File: src/rtl/core/cttmtf_pkg.sv
// Shared types and constants for the call target tally move-to-front table.
// Used by the controller, the datapath and the top level; depends on nothing.
`default_nettype none

package cttmtf_pkg;

  // Table geometry
  localparam int unsigned TableDepth = 1024;
  localparam int unsigned IdxW       = $clog2(TableDepth);
  localparam int unsigned FillW      = $clog2(TableDepth + 1);

  // Field widths
  localparam int unsigned AddrW  = 24;
  localparam int unsigned CountW = 32;
  localparam int unsigned FlagW  = 3;
  localparam int unsigned ModeW  = 2;
  localparam int unsigned SlotW  = 10;
  localparam int unsigned UsedW  = 11;
  localparam int unsigned EntryW = AddrW + CountW + FlagW;

  // One table entry; flags are {multi, mode_x, mode_m}
  typedef struct packed {
    logic [AddrW-1:0]  addr;
    logic [CountW-1:0] count;
    logic [FlagW-1:0]  flags;
  } entry_t;

  // Table write source
  typedef enum logic [1:0] {
    WR_NONE,
    WR_HIT_NEW_SLOT,
    WR_HIT_OLD_SLOT,
    WR_APPEND
  } wr_sel_e;

  // Controller to datapath
  typedef struct packed {
    logic    rd_first;
    logic    start;
    logic    scan_adv;
    logic    hit_latch;
    wr_sel_e wr_sel;
    logic    miss_end;
    logic    out_load;
  } cmd_t;

  // Datapath to controller
  typedef struct packed {
    logic empty;
    logic match;
    logic last;
    logic full;
    logic front;
  } sts_t;

endpackage

`default_nettype wire

File: src/rtl/core/cttmtf_ctrl.sv
// Sequencer for the table search, update/swap or append, and result hand-off.
// Depends on cttmtf_pkg.
`default_nettype none

module cttmtf_ctrl (
  input  logic              clk_i,
  input  logic              rst_ni,
  input  logic              in_valid_i,
  output logic              in_ready_o,
  output logic              out_valid_o,
  input  logic              out_ready_i,
  input  cttmtf_pkg::sts_t  sts_i,
  output cttmtf_pkg::cmd_t  cmd_o
);
  import cttmtf_pkg::*;

  typedef enum logic [2:0] {
    S_IDLE,
    S_SCAN,
    S_HIT_WR,
    S_SWAP,
    S_MISS,
    S_RESULT
  } state_e;

  state_e state_q, state_d;
  logic   out_valid_q, out_valid_d;
  logic   in_fire;
  logic   out_free;

  assign in_ready_o  = (state_q == S_IDLE);
  assign in_fire     = in_valid_i && in_ready_o;
  assign out_free    = !out_valid_q || out_ready_i;
  assign out_valid_o = out_valid_q;

  // Decode commands and next state
  always_comb begin
    cmd_o          = '0;
    cmd_o.wr_sel   = WR_NONE;
    cmd_o.rd_first = (state_q == S_IDLE);
    state_d        = state_q;
    out_valid_d    = out_valid_q && !out_ready_i;
    unique case (state_q)
      S_IDLE: begin
        if (in_fire) begin
          cmd_o.start = 1'b1;
          state_d     = sts_i.empty ? S_MISS : S_SCAN;
        end
      end
      S_SCAN: begin
        if (sts_i.match) begin
          cmd_o.hit_latch = 1'b1;
          state_d         = S_HIT_WR;
        end else if (sts_i.last) begin
          state_d = S_MISS;
        end else begin
          cmd_o.scan_adv = 1'b1;
        end
      end
      S_HIT_WR: begin
        cmd_o.wr_sel = WR_HIT_NEW_SLOT;
        state_d      = sts_i.front ? S_RESULT : S_SWAP;
      end
      S_SWAP: begin
        cmd_o.wr_sel = WR_HIT_OLD_SLOT;
        state_d      = S_RESULT;
      end
      S_MISS: begin
        cmd_o.wr_sel   = sts_i.full ? WR_NONE : WR_APPEND;
        cmd_o.miss_end = 1'b1;
        state_d        = S_RESULT;
      end
      S_RESULT: begin
        if (out_free) begin
          cmd_o.out_load = 1'b1;
          out_valid_d    = 1'b1;
          state_d        = S_IDLE;
        end
      end
      default: state_d = S_IDLE;
    endcase
  end

  // Hold state and output valid
  always_ff @(posedge clk_i or negedge rst_ni) begin
    if (!rst_ni) begin
      state_q     <= S_IDLE;
      out_valid_q <= 1'b0;
    end else begin
      state_q     <= state_d;
      out_valid_q <= out_valid_d;
    end
  end

`ifndef SYNTHESIS
  // A result is never loaded over one that is still waiting
  assert property (@(posedge clk_i) disable iff (!rst_ni)
    cmd_o.out_load |-> out_free)
    else $error("result overwritten while pending");

  // A swap always follows the new-slot write of a hit
  assert property (@(posedge clk_i) disable iff (!rst_ni)
    (state_q == S_SWAP) |-> $past(state_q == S_HIT_WR))
    else $error("swap without preceding hit write");

  // Search starts only after an accepted transaction
  assert property (@(posedge clk_i) disable iff (!rst_ni)
    (state_q == S_SCAN && $past(state_q == S_IDLE)) |-> $past(in_valid_i))
    else $error("search started without transaction");
`endif

endmodule

`default_nettype wire

File: config.mk
export PLATFORM = sky130hd
export DESIGN_NAME = cttmtf_ctrl
export DESIGN_NICKNAME = d
export VERILOG_FILES = /design/src/rtl/core/cttmtf_pkg.sv /design/src/rtl/core/cttmtf_ctrl.sv
export SDC_FILE = /design/constraint.sdc
export NUM_CORES = 1
export LEC_CHECK = 0
export ABC_AREA = 1
export BUFFER_PORTS_ARGS = -buffer_cell sky130_fd_sc_hd__buf_2
export CORE_AREA = 2 2 39 41
export DETAILED_ROUTE_END_ITERATION = 12
export DIE_AREA = 0 0 41 43
export GPL_ROUTABILITY_DRIVEN = 0
export PLACE_DENSITY_LB_ADDON = 0.15
export SETUP_SLACK_MARGIN = 0.5
export SLEW_MARGIN = 20
export SYNTH_ARGS = -nofsm -noshare
export SYNTH_HDL_FRONTEND = slang
export SYNTH_SLANG_ARGS = --single-unit
File: constraint.sdc
create_clock -name clk_i -period 1.9 [get_ports clk_i]
set_input_delay 0.095 -clock clk_i [delete_from_list [all_inputs] [get_ports clk_i]]
set_output_delay 0.095 -clock clk_i [all_outputs]
set_load 0.005 [all_outputs]
== Word-level counts from Yosys, hierarchy flattened ==
Cells that the tools add are included.
Word-level totals
  register bits after elaboration: 4
  bits of input ports: 9
  output and inout bits: 10
  word-level logic and storage cells: 38
Operators by class
  equality and inequality tests: 8
  muxes and demuxes: 20
  reduce and logical (&&, ||, !) cells: 8
Operators with widths (number)
  2-to-1 mux 3 bit: 6
  case mux 3 bit (5 select lines): 1
  2-to-1 mux 1 bit: 10
  == test 3 x 2 -> 1 bit, second input constant: 2
  == test 3 bit, second input constant: 2
  case mux 2 bit (3 select lines): 1
  2-to-1 mux 2 bit: 2
  == test 3 x 1 -> 1 bit, second input constant: 1
  logical NOT 3 bit: 1
  inequality test 3 bit, second input constant: 1
  AND reduction 3 bit: 1
  logical AND 1 bit: 2
  logical NOT 1 bit: 2
  inequality test 2 x 1 -> 1 bit, second input constant: 1
  inequality test 2 bit, second input constant: 1
  OR reduction 2 bit: 1
  logical OR 1 bit: 1

== Depth between registers and ports, before layout ==
Gate-level depths: netlist of run 1.
  depth in word-level cells: 4
  mapped depth: 8
  mapped depth without buffers: 8

== Worst setup path after synthesis of run 1 ==
Ideal clock, no wire load.
  path type: reg-to-output
  start point: register state_q[0]
  end point: output cmd_o[2] (netlist bit)
  data arrival time: 0.932 ns
  data required time: 1.805 ns
  slack: 0.873 ns
  stages on the path, launching flop included: 5
  path buffers: 0
  path through: dfrtp_1 -> nor2_2 -> nand2_2 -> or2_1 -> nand2_1
RTL lines
  from (decl): RTL line cttmtf_ctrl.sv:26  | state_e state_q, state_d;
  from (signal assigned): RTL line cttmtf_ctrl.sv:90  | state_q <= state_d;
  to (decl): RTL line cttmtf_ctrl.sv:13  | output cttmtf_pkg::cmd_t cmd_o

==> impl.org, run 1 <==
** Logic synthesis
- Top post-synthesis cells by count :: sky130_fd_sc_hd__nand2_1, sky130_fd_sc_hd__inv_1, sky130_fd_sc_hd__nor2_1, sky130_fd_sc_hd__nand3_1, sky130_fd_sc_hd__dfrtp_1
- Dividing the synthesized area by the synthesized cell count gives 6.14 µm².
- Proportion of synthesized chip area in sequential cells :: 0.314
- Leading cell types by total area after synthesis :: sky130_fd_sc_hd__dfrtp_1, sky130_fd_sc_hd__nand2_1, sky130_fd_sc_hd__inv_1, sky130_fd_sc_hd__nor2_1, sky130_fd_sc_hd__nand3_1
- Share of synthesized registers carrying an async set or reset :: 1.00
- Most repeated cell in the gate-level netlist after synthesis :: sky130_fd_sc_hd__nand2_1
- Fraction of synthesized cell area taken by the top area cell type :: 0.314
- Number of flip-flops and latches in the synthesized netlist :: 4
- Counting every net in the synthesized netlist gives 61.
- Post-synth EDFFs :: 0
- Post-synthesis cell type with the largest combined area :: sky130_fd_sc_hd__dfrtp_1
- Number of distinct library cells after synthesis :: 14
- Most used DFF post-synth :: sky130_fd_sc_hd__dfrtp_1
- In this run the cell area of the synthesized design comes to ~320 µm².
- Instance count of the mapped netlist :: 52
- During synthesis, Yosys emitted a total of 0 warnings.

** STA
- Dividing the final minimum period by the clock period gives 0.703.
- Total negative slack for setup checks :: 0 ns
- Max-slew violation count :: 0
- Clock Skew :: 0.00145 ns
- Setup violations remaining at the end of the flow were counted as 0.
- Transition time at the pin with the least slew margin :: 0.172 ns
- Slew headroom :: 0.885
- Timing would allow up to 749 MHz.
- Min Clock Period, post-route :: 1.33 ns
- RSZ-0062 raised after global routing :: yes
- Final Hold Viols :: 0

** Power and ir drop
- Dividing total power by cell area gives a power density of around 1500 nW/µm².
- Max VDD drop :: 0.000441 V
- Overall Power :: 0.718 mW
- LEAKAGE :: 0.306 nW

** Layout
- Post-layout util :: 0.349
- Antenna Diode Count :: 0
- The net count of the finished layout is 87.
- Share of post-route cells with drive strength above 1 :: 0.408
- Fillers :: 161
- From synthesis to final layout, the design area changed by 51.4%.
- Area of the multi-input gates :: 175 µm²
- Summing all flip-flop and latch instances after layout gives between 100 and 150 µm².

** Route
- The detailed router finished its first iteration with 5 violations.
- Summing over every cut layer, the via total after detailed routing is 370.
- In this run the remaining antenna-violating nets after routing total 0.
- After detailed routing, the number of remaining DRC violations is 0.
- 1st-pass router iterations :: 4
- Dividing the detail-routed wire length by the instance count gives 8.25 µm.
- Wires add up to 759 µm.
- Vias per std cell :: a little over 4

** Floorplanning
- Die boundary width :: approximately 40 µm
- The initial utilization of the core area, before any placement, comes to 0.231.
- Placeable core region :: 1380 µm²
- The floorplan step set the die height to between 40 and 50 µm.
- For this design the top-level I/O count stands at 19.
- The floorplan has 14 rows.
- The die covers 1760 µm².

** Clock tree
- Number of buffers created by CTS :: 3
- Clock tree root buffer cell :: sky130_fd_sc_hd__clkbuf_4
- Clock latency on the worst-skew pair, taken at its later pin, is 0.23 ns.
- TritonCTS built the clock tree.
- After clock tree synthesis, the clock-pin slew on the worst setup and hold paths is 0.04 ns.
- The clock passes through at most 2 buffers.
- In this run the number of H-tree levels came out at 1.
- Clock tree sinks :: 4

** Worst setup path
- Data required time at the worst endpoint :: 1.80 ns
- The worst setup path is captured at an output pin.
- Critical path data arrival time :: about 1.2 ns
- STA classifies the critical path startpoint as a flop.
- For the worst flop-to-flop path, the logic depth is 7.
- Classification of the worst setup path :: flop to output pin
- Of all nets on the critical path, the largest fanout is 5.

** GRT
- Number of antenna violations at the first check in global routing :: 0
- Maximum number of pins on one net before global-route repair :: 7
- First-pass GRT wire length :: 1120 µm
- Number of global-route vias before repair :: 299
- Global routing finished with a remaining overflow of 0.
- Global routing usage summed across all routing layers :: 0.0968

** Placement
- DP Wirelength :: approximately 640 µm
- The count of buffers added on input and output ports is 18.

** Min path
- The worst hold path belongs to the class input pin to flop.
- Number of cells on the worst hold path :: 2

** Run
- Max-cap violations in this run came to 0.

** Run status
- Result of the run :: finished clean
final cells by class:
cell class	count	share of cell area
multi-input cells	36	0.363
repair buffers	22	0.254
well taps	16	0.0415
clock buffers	3	0.0466
inverters	11	0.0855
flip-flops and latches	4	0.210
flip-flops by register name (all words and copies together), names as in the netlist:
register     cells
out_valid_o      1
state_q          3
report_power, final:
part	internal, mW	leakage, nW	switching, mW	total (mW)
Combinational	0.208	0.242	0.228	0.436
Sequential	0.128	0.0500	0.0499	0.178
Clock	0.0706	0.0138	0.0338	0.104
routing by layer:
layer	vias up	share of wire	global-route usage	wire length [µm]
met5	-	0	0	0
met2	12	0.51	0.147	384
met1	152	0.43	0.111	326
met3	0	0.065	0.0157	49
met4	0	0	0.0800	0
li1	206	-	-	-
worst paths after layout:
kind / slack, ns / start / end
max: 0.57 / state_q[0] / cmd_o[3]
min: 0.07 / sts_i[0] / state_q[1]
max reg2reg: 0.76 / state_q[0] / state_q[2]
min reg2reg: 0.55 / out_valid_o / out_valid_o
max in group asynchronous: 1.57 / rst_ni / state_q[0]
min in group asynchronous: 0.20 / rst_ni / state_q[2]
worst max-delay path: stages (launching register included):
cell	delay, ns
sky130_fd_sc_hd__dfrtp_2	0.43
sky130_fd_sc_hd__nor2_4	0.14
sky130_fd_sc_hd__nand2_2	0.06
sky130_fd_sc_hd__or2_1	0.22
sky130_fd_sc_hd__nand2_1	0.06
sky130_fd_sc_hd__buf_2	0.10
cells in the final DEF (no fill, tap or decap):
cell type                       Yosys  final
sky130_fd_sc_hd__buf_4              1      3
sky130_fd_sc_hd__nand2_2            1      1
sky130_fd_sc_hd__dfrtp_1            4      3
sky130_fd_sc_hd__nor2_1             7      7
sky130_fd_sc_hd__nand2_1           12     12
sky130_fd_sc_hd__clkbuf_4           0      3
sky130_fd_sc_hd__nor2_4             0      1
sky130_fd_sc_hd__o22ai_1            1      1
sky130_fd_sc_hd__dfrtp_2            0      1
sky130_fd_sc_hd__nand3_1            5      5
sky130_fd_sc_hd__inv_2              1      1
sky130_fd_sc_hd__nor2_2             3      2
sky130_fd_sc_hd__inv_1             10     10
sky130_fd_sc_hd__nand3_2            1      1
sky130_fd_sc_hd__buf_2              0     18
sky130_fd_sc_hd__a21oi_1            2      2
sky130_fd_sc_hd__o21ai_1            2      2
sky130_fd_sc_hd__dlygate4sd3_1      0      1
sky130_fd_sc_hd__or2_1              2      2
logic make-up after synthesis:
logic type	count (synthesis)	synth area share
AND/OR/NAND/NOR	31	0.451
AO/OA/AOI/OAI	5	0.0824
buffers and inverters	12	0.153
flip-flops	4	0.314
stage by stage:
stage / hold WS (ns) / std cells / instance area (µm²) / setup WS, ns
2_1_floorplan: -0.201 / 52 / 319 / 0.873
3_3_place_gp: -0.0949 / 85 / 422 / 0.745
3_5_place_dp: -0.0917 / 85 / 422 / 0.717
4_1_cts: 0.0584 / 89 / 459 / 0.509
5_1_grt: 0.0653 / 92 / 483 / 0.480
6_report: 0.0657 / 92 / 483 / 0.565
timing repair:
item	in CTS	in global routing
gates resized for setup	1	1
buffers inserted	0	3
endpoints found under the setup margin	2	2
endpoints found under the hold margin	4	0
hold buffers	1	0
cloned	0	0
pin swaps	0	1
Note: power is estimated with default switching activity, not from simulation.
==> run 2: changes to the inputs <==
==> constraint.sdc (replaced) <==
create_clock -name clk_i -period 1.1 [get_ports clk_i]
set_input_delay 0.055 -clock clk_i [delete_from_list [all_inputs] [get_ports clk_i]]
set_output_delay 0.055 -clock clk_i [all_outputs]
set_load 0.005 [all_outputs]
==> run 2 against run 1 <==
Die area unchanged. Routed wire length up 17%. The flow now finishes with violations (negative setup slack). Core utilization up 8.2 points. Critical path depth unchanged. Highest routed layer is now met4. Via count up 15%.
==> impl.org, run 2 (synthesis results as in run 1) <==
** Floorplanning
- Row count :: 14
- The core region is 1380 µm².
- Die boundary width :: 41 µm
- 19 I/O pins were placed.
- DIE AREA :: 1760 µm²
- Chip Height :: 43 µm
- The initial utilization of the core area, before any placement, comes to 0.231.

** Layout
- Largest register by flop count :: state_q
- Excluding fillers, the count of instances in the completed layout stands at 100.
- After the last flow step, the layout net total stands at 94.
- 0 antenna diodes ended up in the layout.
- Leaving out fill and tap cells, the most frequent cell in the layout is sky130_fd_sc_hd__buf_2.
- The register with the most flip-flops in the layout has 3 of them.
- Leaving out fill and tap cells, the most frequent cells in the layout are sky130_fd_sc_hd__buf_2, sky130_fd_sc_hd__nand2_1, sky130_fd_sc_hd__buf_4.
- Syn-to-layout area delta :: 87.1%
- The finished cells cover 597 µm².
- Post-layout util :: 0.431
- Share of post-route cells with drive strength above 1 :: 0.595

** STA
- Adding up every negative setup slack in the final design gives -1.49 ns.
- Achievable clock frequency :: just under 800 MHz
- Setup slack on the critical path of the routed design comes to -0.173 ns.
- Slew headroom :: 0.879
- Final Hold Viols :: 0
- Min Clock Period, post-route :: 1.27 ns
- Transition time at the pin with the least slew margin :: 0.181 ns
- Of the available clock period, the critical path in the final layout requires 1.16.
- For the final database, setup skew stands at 0.00568 ns.
- Setup repair after global routing could not meet its margin everywhere.
- Setup violations remaining at the end of the flow were counted as 11.
- The number of pins exceeding their max-slew limit in the final report was 0.

** GRT
- The number of global-route vias before repair is roughly 350.
- Number of antenna violations at the first check in global routing :: 0
- Maximum number of pins on one net before global-route repair :: 6
- First-pass GRT wire length :: 1460 µm
- For this run, the total global-route usage over all layers was measured as 0.134.
- Total grt overflow :: 0

** Clock tree
- TritonCTS built the clock tree.
- Clock tree sinks :: 4
- Clock-pin slew was measured on the worst setup and hold paths at 0.04 ns.
- Number of buffers created by CTS :: 3
- In this run the number of H-tree levels came out at 1.
- The cell sitting at the root of the clock tree is a sky130_fd_sc_hd__clkbuf_4.
- The clock passes through at most 2 buffers.
- Clock insertion delay at the later pin of the skew report :: 0.24 ns

** Min path
- HP Start :: sts_i[0]
- Class of the worst hold path :: input pin to flop

** Placement
- Placed cell count :: 86
- The placed instances occupy a cell area of 457 µm².
- The wire-length estimate of the detail-placed layout is 621 µm.
- Port buffering added 18 buffers.

** Worst setup path
- The worst setup path is of the flop to output pin kind.
- STA classifies the critical path startpoint as a flop.
- Type of element capturing the critical path :: output pin
- The number of buffers and inverters on the critical path is 1.
- Of all nets on the critical path, the largest fanout is 2.
- Data required time at the worst endpoint :: 1.04 ns
- Critical path cell sequence :: nor2_4 -> nand2_2 -> or2_1 -> nand2_1 -> buf_2
- Critical path data arrival time :: 1.22 ns
- Among cell families on the critical path, the largest total delay comes from simple AND/OR/NAND/NOR gates.
- Tracing the worst setup path back leads to its startpoint at state_q[0].
- Slowest CP cell :: sky130_fd_sc_hd__dfrtp_2
- Startpoint of the worst-slack reg-to-reg timing path :: state_q[0]
- The largest single stage delay on the critical path is 0.41 ns.
- Setup slack on the worst flop-to-flop path :: -0.17 ns

** Route
- Number of vias in the routed layout :: roughly 430
- DRT Wirelength :: ~890 µm
- Drt first-iter violations :: 2
- Dividing the detail-routed wire length by the instance count gives 8.91 µm.
- In the routed layout, each cell is associated on average with a via count of 4.25.
- Residual antenna-violating net count after detailed routing :: 0
- For this run, the detailed router's first-pass iteration total came to 2.
- DR DRC count :: 0

** Run status
- Violated checks :: negative setup slack
- The flow ran to the end, but the final reports show violations.

** Power and ir drop
- For this design the static power due to leakage is ~0.34 nW.
- IR analysis of the VDD net gives a maximum drop of 0.000812 V.
- Power Density :: 2690 nW/µm²

** Run
- Across the run, the number of max-cap violations was 0.
## run 2: changes by cell type in the layout (fill, tap and decap cells not counted), moves of 2 or more
cell and delta:
sky130_fd_sc_hd__nand2_1 -2, sky130_fd_sc_hd__nand3_4 +2, sky130_fd_sc_hd__inv_2 +4, sky130_fd_sc_hd__nor2_1 -2
sky130_fd_sc_hd__buf_6 +3, sky130_fd_sc_hd__buf_4 +4, sky130_fd_sc_hd__inv_1 -4, sky130_fd_sc_hd__nand2_2 +2
## run 2: path summary, 6_finish.rpt
path | end | depth (start not counted)
setup / recovery | cmd_o[2] | 5
hold / removal | state_q[1] | 2
setup reg to reg | state_q[2] | 9
hold reg to reg | out_valid_o | 2
max in group asynchronous | state_q[1] | 2
min in group asynchronous | out_valid_o | 2
## run 2: per-stage QoR
| stage | setup slack, ns | power (mW) | hold WS, ns |
|---|---|---|---|
| 2_1_floorplan | 0.110 | 0.840 | -0.241 |
| 3_3_place_gp | -0.0212 | 1.07 | -0.134 |
| 3_5_place_dp | -0.0169 | 1.07 | -0.133 |
| 4_1_cts | -0.190 | 1.58 | 0.00801 |
| 5_1_grt | -0.257 | 1.78 | 0.0208 |
| 6_report | -0.173 | 1.61 | 0.0225 |
## run 2: repair_timing
action / 4_1_cts / 5_1_grt
setup endpoints to repair: 14 / 14
endpoints found under the hold margin: 4 / 0
pin swaps: 6 / 4
buffers inserted: 8 / 1
resized for setup: 9 / 2
hold buffers: 1 / 0
## run 2: routing by layer
metal,global-route usage,wire (µm),up-vias
met2,0.175,465,10
li1,-,-,222
met1,0.154,365,189
met5,0,0,-
met3,0.0628,27,4
met4,0.120,32,0
## run 2: cell type report
| class | count | area [µm²] |
|---|---|---|
| Fill cell | 160 | 787 |
| Timing Repair Buffer | 29 | 186 |
| Sequential cell | 4 | 103 |
| Inverter | 11 | 41.3 |
| Tap cell | 16 | 20.0 |
| Clock buffer | 4 | 26.3 |
| Multi-Input combinational cell | 36 | 220 |
## run 2: worst register-to-register path: stages (launching register included)
cell and delay [ns]:
sky130_fd_sc_hd__dfrtp_2 0.41, sky130_fd_sc_hd__buf_4 0.14, sky130_fd_sc_hd__buf_6 0.12, sky130_fd_sc_hd__nand3_4 0.12, sky130_fd_sc_hd__buf_6 0.10, sky130_fd_sc_hd__nor2_1 0.03, sky130_fd_sc_hd__nor2_1 0.07, sky130_fd_sc_hd__nand2_1 0.06
sky130_fd_sc_hd__nand2_1 0.06, sky130_fd_sc_hd__nand2_1 0.04
## run 2: power breakdown
part / switching [mW] / total [mW] / leakage, nW / internal [mW]
registers: 0.0815 / 0.305 / 0.0485 / 0.224
clock network: 0.0722 / 0.209 / 0.0150 / 0.137
logic: 0.536 / 1.09 / 0.280 / 0.555
total: 0.690 / 1.61 / 0.344 / 0.915
